## config.mk

```make
export PLATFORM = sky130hd
export DESIGN_NAME = drd_box_scale
export DESIGN_NICKNAME = d
export VERILOG_FILES = /design/src/rtl/drd_pkg.sv /design/src/rtl/drd_box_scale.sv
export SDC_FILE = /design/constraint.sdc
export NUM_CORES = 2
export LEC_CHECK = 0
export ABC_AREA = 1
export BUFFER_PORTS_ARGS = -buffer_cell sky130_fd_sc_hd__buf_2
export CORE_MARGIN = 3
export CORE_UTILIZATION = 35
export CTS_CLUSTER_DIAMETER = 120
export DETAILED_ROUTE_END_ITERATION = 16
export PLACE_DENSITY = 0.55
export SLEW_MARGIN = 10
export SYNTH_ARGS = -nofsm -noshare
export SYNTH_HDL_FRONTEND = slang
export SYNTH_SLANG_ARGS = --single-unit
```

## constraint.sdc

```tcl
create_clock -name aclk -period 30 [get_ports aclk]
set_clock_uncertainty 0.1 [all_clocks]
set_input_delay 7.5 -clock aclk [delete_from_list [all_inputs] [get_ports aclk]]
set_output_delay 7.5 -clock aclk [all_outputs]
set_load 0.1 [all_outputs]
```

## src/rtl/drd_pkg.sv

```systemverilog
`default_nettype none

package drd_pkg;

    // Fixed field widths
    localparam int VAL_W   = 24;
    localparam int CLASS_W = 7;
    localparam int SCALE_W = 16;
    localparam int OUT_W   = 28;
    localparam int CFG_W   = 24;
    localparam int IDX_W   = 4;

    // Corner offset 2*c - w, and the widest product of an offset and a scale
    localparam int DX_W   = VAL_W + 2;
    localparam int PROD_W = DX_W + SCALE_W + 1;

    localparam int GEOMETRY_COUNT   = 4;
    localparam int MAX_CLASSES_DEF  = 128;

    // Positions of the geometry values within a row
    localparam int POS_CENTRE_X = 0;
    localparam int POS_CENTRE_Y = 1;
    localparam int POS_WIDTH    = 2;
    localparam int POS_HEIGHT   = 3;

    // Configuration register indexes
    localparam logic [IDX_W-1:0] REG_CLASS_COUNT     = IDX_W'(0);
    localparam logic [IDX_W-1:0] REG_SCORE_THRESHOLD = IDX_W'(1);
    localparam logic [IDX_W-1:0] REG_SCALE_X         = IDX_W'(2);
    localparam logic [IDX_W-1:0] REG_SCALE_Y         = IDX_W'(3);

    // Reset values of the configuration registers
    localparam logic [7:0]         RST_CLASS_COUNT     = 8'd80;
    localparam logic [VAL_W-1:0]   RST_SCORE_THRESHOLD = VAL_W'(2048);
    localparam logic [SCALE_W-1:0] RST_SCALE           = SCALE_W'(4096);

    // One finished row on its way to the scaling pipeline
    typedef struct packed {
        logic signed [DX_W-1:0]  dx;
        logic signed [DX_W-1:0]  dy;
        logic signed [VAL_W-1:0] w;
        logic signed [VAL_W-1:0] h;
        logic [SCALE_W-1:0]      sx;
        logic [SCALE_W-1:0]      sy;
        logic [CLASS_W-1:0]      cls;
    } drd_job_t;

    // Round to nearest (halves up) by 2^13 or 2^12, then clamp to the output range
    function automatic logic signed [OUT_W-1:0] drd_round_sat(
        input logic signed [PROD_W-1:0] p,
        input logic                     shift13
    );
        logic signed [PROD_W:0] t;
        logic signed [PROD_W:0] hi;
        logic signed [PROD_W:0] lo;
        hi = (PROD_W+1)'((1 << (OUT_W-1)) - 1);
        lo = ~hi;
        if (shift13) begin
            t = {p[PROD_W-1], p} + (PROD_W+1)'(1 << 12);
            t = t >>> 13;
        end else begin
            t = {p[PROD_W-1], p} + (PROD_W+1)'(1 << 11);
            t = t >>> 12;
        end
        if (t > hi) begin
            return hi[OUT_W-1:0];
        end else if (t < lo) begin
            return lo[OUT_W-1:0];
        end else begin
            return t[OUT_W-1:0];
        end
    endfunction

endpackage

`default_nettype wire

```

## src/rtl/drd_box_scale.sv

```systemverilog
`default_nettype none

module drd_box_scale
    import drd_pkg::*;
(
    input  wire logic                     aclk,
    input  wire logic                     aresetn,
    input  wire logic                     in_valid,
    output logic                          in_ready,
    input  wire drd_job_t                 in_job,
    output logic                          m_valid,
    input  wire logic                     m_ready,
    output logic signed [OUT_W-1:0]       m_box_x,
    output logic signed [OUT_W-1:0]       m_box_y,
    output logic signed [OUT_W-1:0]       m_box_w,
    output logic signed [OUT_W-1:0]       m_box_h,
    output logic [CLASS_W-1:0]            m_label
);

    drd_job_t                  job_reg;
    logic                      job_valid_reg;
    logic signed [PROD_W-1:0]  px_reg, py_reg, pw_reg, ph_reg;
    logic signed [PROD_W-1:0]  px_next, py_next, pw_next, ph_next;
    logic [CLASS_W-1:0]        pcls_reg;
    logic                      prod_valid_reg;
    logic signed [OUT_W-1:0]   bx_reg, by_reg, bw_reg, bh_reg;
    logic [CLASS_W-1:0]        ocls_reg;
    logic                      out_valid_reg;
    logic                      out_adv, prod_adv;

    // Each stage moves on when it is empty or its successor moves on
    assign out_adv  = !out_valid_reg || m_ready;
    assign prod_adv = !prod_valid_reg || out_adv;
    assign in_ready = !job_valid_reg || prod_adv;

    always_comb begin
        px_next = PROD_W'($signed(job_reg.dx)) * PROD_W'($signed({1'b0, job_reg.sx}));
        py_next = PROD_W'($signed(job_reg.dy)) * PROD_W'($signed({1'b0, job_reg.sy}));
        pw_next = PROD_W'($signed(job_reg.w)) * PROD_W'($signed({1'b0, job_reg.sx}));
        ph_next = PROD_W'($signed(job_reg.h)) * PROD_W'($signed({1'b0, job_reg.sy}));
    end

    always_ff @(posedge aclk) begin
        if (!aresetn) begin
            job_valid_reg  <= 1'b0;
            prod_valid_reg <= 1'b0;
            out_valid_reg  <= 1'b0;
        end else begin
            if (in_ready) begin
                job_valid_reg <= in_valid;
            end
            if (prod_adv) begin
                prod_valid_reg <= job_valid_reg;
            end
            if (out_adv) begin
                out_valid_reg <= prod_valid_reg;
            end
        end
    end

    always_ff @(posedge aclk) begin
        if (in_ready) begin
            job_reg <= in_job;
        end
        if (prod_adv) begin
            px_reg   <= px_next;
            py_reg   <= py_next;
            pw_reg   <= pw_next;
            ph_reg   <= ph_next;
            pcls_reg <= job_reg.cls;
        end
        if (out_adv) begin
            bx_reg   <= drd_round_sat(px_reg, 1'b1);
            by_reg   <= drd_round_sat(py_reg, 1'b1);
            bw_reg   <= drd_round_sat(pw_reg, 1'b0);
            bh_reg   <= drd_round_sat(ph_reg, 1'b0);
            ocls_reg <= pcls_reg;
        end
    end

    assign m_valid    = out_valid_reg;
    assign m_box_x    = bx_reg;
    assign m_box_y    = by_reg;
    assign m_box_w    = bw_reg;
    assign m_box_h    = bh_reg;
    assign m_label    = ocls_reg;

endmodule

`default_nettype wire

```

==> results.py <==
metrics = {
    "timing": {
        "setup_violations": 0,
        "fin_ws_ns": 13.48,
        "hold_viol_final": 0,
        "whs_ns": 0.318,
        "clock.fmax_mhz": 60.5,
        "slew_viol_final": 0,
        "rsz0062_at_grt": "false",
        "worst_pin_slew_ns": 1.09,
        "slew-limit-headroom_pct": 27.3,
        "min_period_ns": 16.52,
        "finalCritPeriodShare_pct": 55.1,
        "finalSetupTns_ns": 0,
    },
    "route": {
        "wl_per_cell_um": 16.6,
        "vias": 58300,
        "ant_nets": 0,
        "drt_iter0_markers": 3356,
        "dr.pass1.iters": 7,
        "drc_errors": 0,
        "viasPerCell": 4.64,
        "wl_um": 209000,
    },
    "critical_path": {
        "worst-path-max-fanout": 18,
        "worstSetupPathType": "input pin to output port",
        "critical_path_arrival_ns": 8.92,
        "required_ns": 22.40,
        "r2r_slack_ns": 22.39,
        "end_kind": "output port",
        "startpoint_type": "input pin",
    },
    "clock_tree": {
        "htreeDepth": 2,
        "cts_root_buffer": "clkbuf_16",
        "path_clk_slew_ns": 0.06,
        "cts_made_buffers": 50,
        "cts_tree": "yes",
        "hold_buffers": 0,
        "cts-resized-gates": 0,
        "clkSinkCount": 390,
        "cts_buffer_depth": 3,
        "insertion_delay_ns": 0.70,
        "post_cts_buffers": 0,
    },
    "yosys": {
        "avgSynthCellArea_um2": 8.08,
        "synth_area_um2": 77500,
        "yosys-top-cells-count": "inv_1, nand2_1, fa_1",
        "ys_seq_area_share_pct": 15.1,
        "synth_top_area_share_pct": 40.2,
        "synth-async-reset-ratio_pct": 0,
        "syn_nets": 11700,
        "synth_top_cell_by_area": "fa_1",
        "synth_cell_types": 45,
        "synth_edf_count": 387,
        "synthFlopType": "edfxtp_1",
        "synth_cells": 9599,
        "yosys_warnings": 0,
        "yosysMostFrequentCell": "inv_1",
        "synth_seq_cells": 390,
        "yosys-top-cells-area": "fa_1, edfxtp_1, inv_1",
    },
    "die": {
        "rows": 172,
        "die_area_um2": 227000,
        "coreArea_um2": 220000,
        "fp.dieH_um": 477,
        "initial_core_util_pct": 35.3,
        "die_x_um": 477,
        "io_pins": 264,
    },
    "placed_design": {
        "place_ws_ns": 13.47,
        "dp_hpwl_um": 166000,
        "place_congestion": 0.905,
        "io_buffers": 263,
    },
    "layout": {
        "finish.utilization_pct": 37.8,
        "nFillCells": 22900,
        "drive_gt1_share_pct": 4.73,
        "area_growth_pct": 7.10,
        "fin_nets": 11700,
        "largest_reg_flops": 139,
    },
    "grt": {
        "grt_antenna_before_repair": 2,
        "grt_pass1_vias": 63700,
        "track_usage_pct": 18.9,
        "grt.overflow.total": 0,
        "grt_max_degree": 70,
        "grt_pass1_wl_um": 345000,
    },
    "outcome": {
        "status": "finished clean",
    },
    "hold_path": {
        "hold_class": "register to register",
    },
    "job": {
        "maxCapViolCount": 0,
    },
}
## area by class of cell
class	instances	area (µm²)	share of cell area, %
Multi-Input combinational cell	5932	53500	64.4
Sequential cell	390	11700	14.1
Timing Repair Buffer	311	1680	2.02
Antenna cell	3	7.51	0.00904
Inverter	2881	10800	13.0
Clock inverter	34	372	0.447
Tap cell	2958	3700	4.46
Clock buffer	58	1300	1.57
## worst max-delay path, stage by stage
cell and delay (ns):
buf_2 0.11, inv_1 0.09, nand2_4 0.14, nor2_1 0.42, nand2_4 0.27, buf_2 0.38
## logic make-up after synthesis
family / after synthesis / share of synthesized area, %
AND/OR/NAND/NOR: 3437 / 17.6
buffers and inverters: 3277 / 16.0
adder cells (fa/ha/maj): 1964 / 46.8
flip-flops: 390 / 15.1
AO/OA/AOI/OAI: 359 / 2.62
XOR/XNOR: 172 / 1.94
## per-layer routing
layer / share of wire, % / global-route usage (%) / routed length [µm]
met3: 4.9 / 2.18 / 10200
met4: 2.6 / 4.80 / 5380
met5: 0 / 0 / 0
met1: 44 / 25.5 / 92700
met2: 48 / 32.2 / 101000
## final timing paths
path                     from          to  cells after the start
hold reg to reg   pcls_reg[1]  m_label[1]                      0
setup reg to reg  job_reg[29]  pw_reg[40]                     20
setup / recovery      m_ready    in_ready                      6
hold / removal    pcls_reg[1]  m_label[1]                      0
## layout by cell type (no fill, tap or decap), types with 5 or more instances in the layout
| cell type | instances |
|---|---|
| a21boi_0 | 9 |
| a21o_1 | 18 |
| a21oi_1 | 174 |
| a31oi_1 | 15 |
| buf_2 | 263 |
| buf_4 | 48 |
| clkbuf_1 | 7 |
| clkbuf_16 | 51 |
| clkinv_1 | 6 |
| clkinv_2 | 9 |
| clkinvlp_4 | 6 |
| edfxtp_1 | 387 |
| fa_1 | 1556 |
| ha_1 | 408 |
| inv_1 | 2867 |
| inv_2 | 13 |
| nand2_1 | 2657 |
| nand2_2 | 5 |
| nand3_1 | 162 |
| nand3b_1 | 13 |
| nand4_1 | 68 |
| nor2_1 | 380 |
| nor2_2 | 6 |
| nor3_1 | 99 |
| nor3_2 | 9 |
| nor4_1 | 7 |
| o211ai_1 | 7 |
| o21a_1 | 9 |
| o21ai_0 | 98 |
| o21bai_1 | 18 |
| or2_2 | 11 |
| xnor2_1 | 56 |
| xor2_1 | 116 |
## through the flow
stage | instances | instance area [µm²]
6_report | 12600 | 83100
5_1_grt | 12600 | 83000
4_1_cts | 12600 | 83000
3_5_place_dp | 12500 | 81400
3_3_place_gp | 12500 | 81400
2_1_floorplan | 9599 | 77500
Power is not shown: default switching activity piles up to over one toggle a cycle in this logic, so the estimate is an artifact.
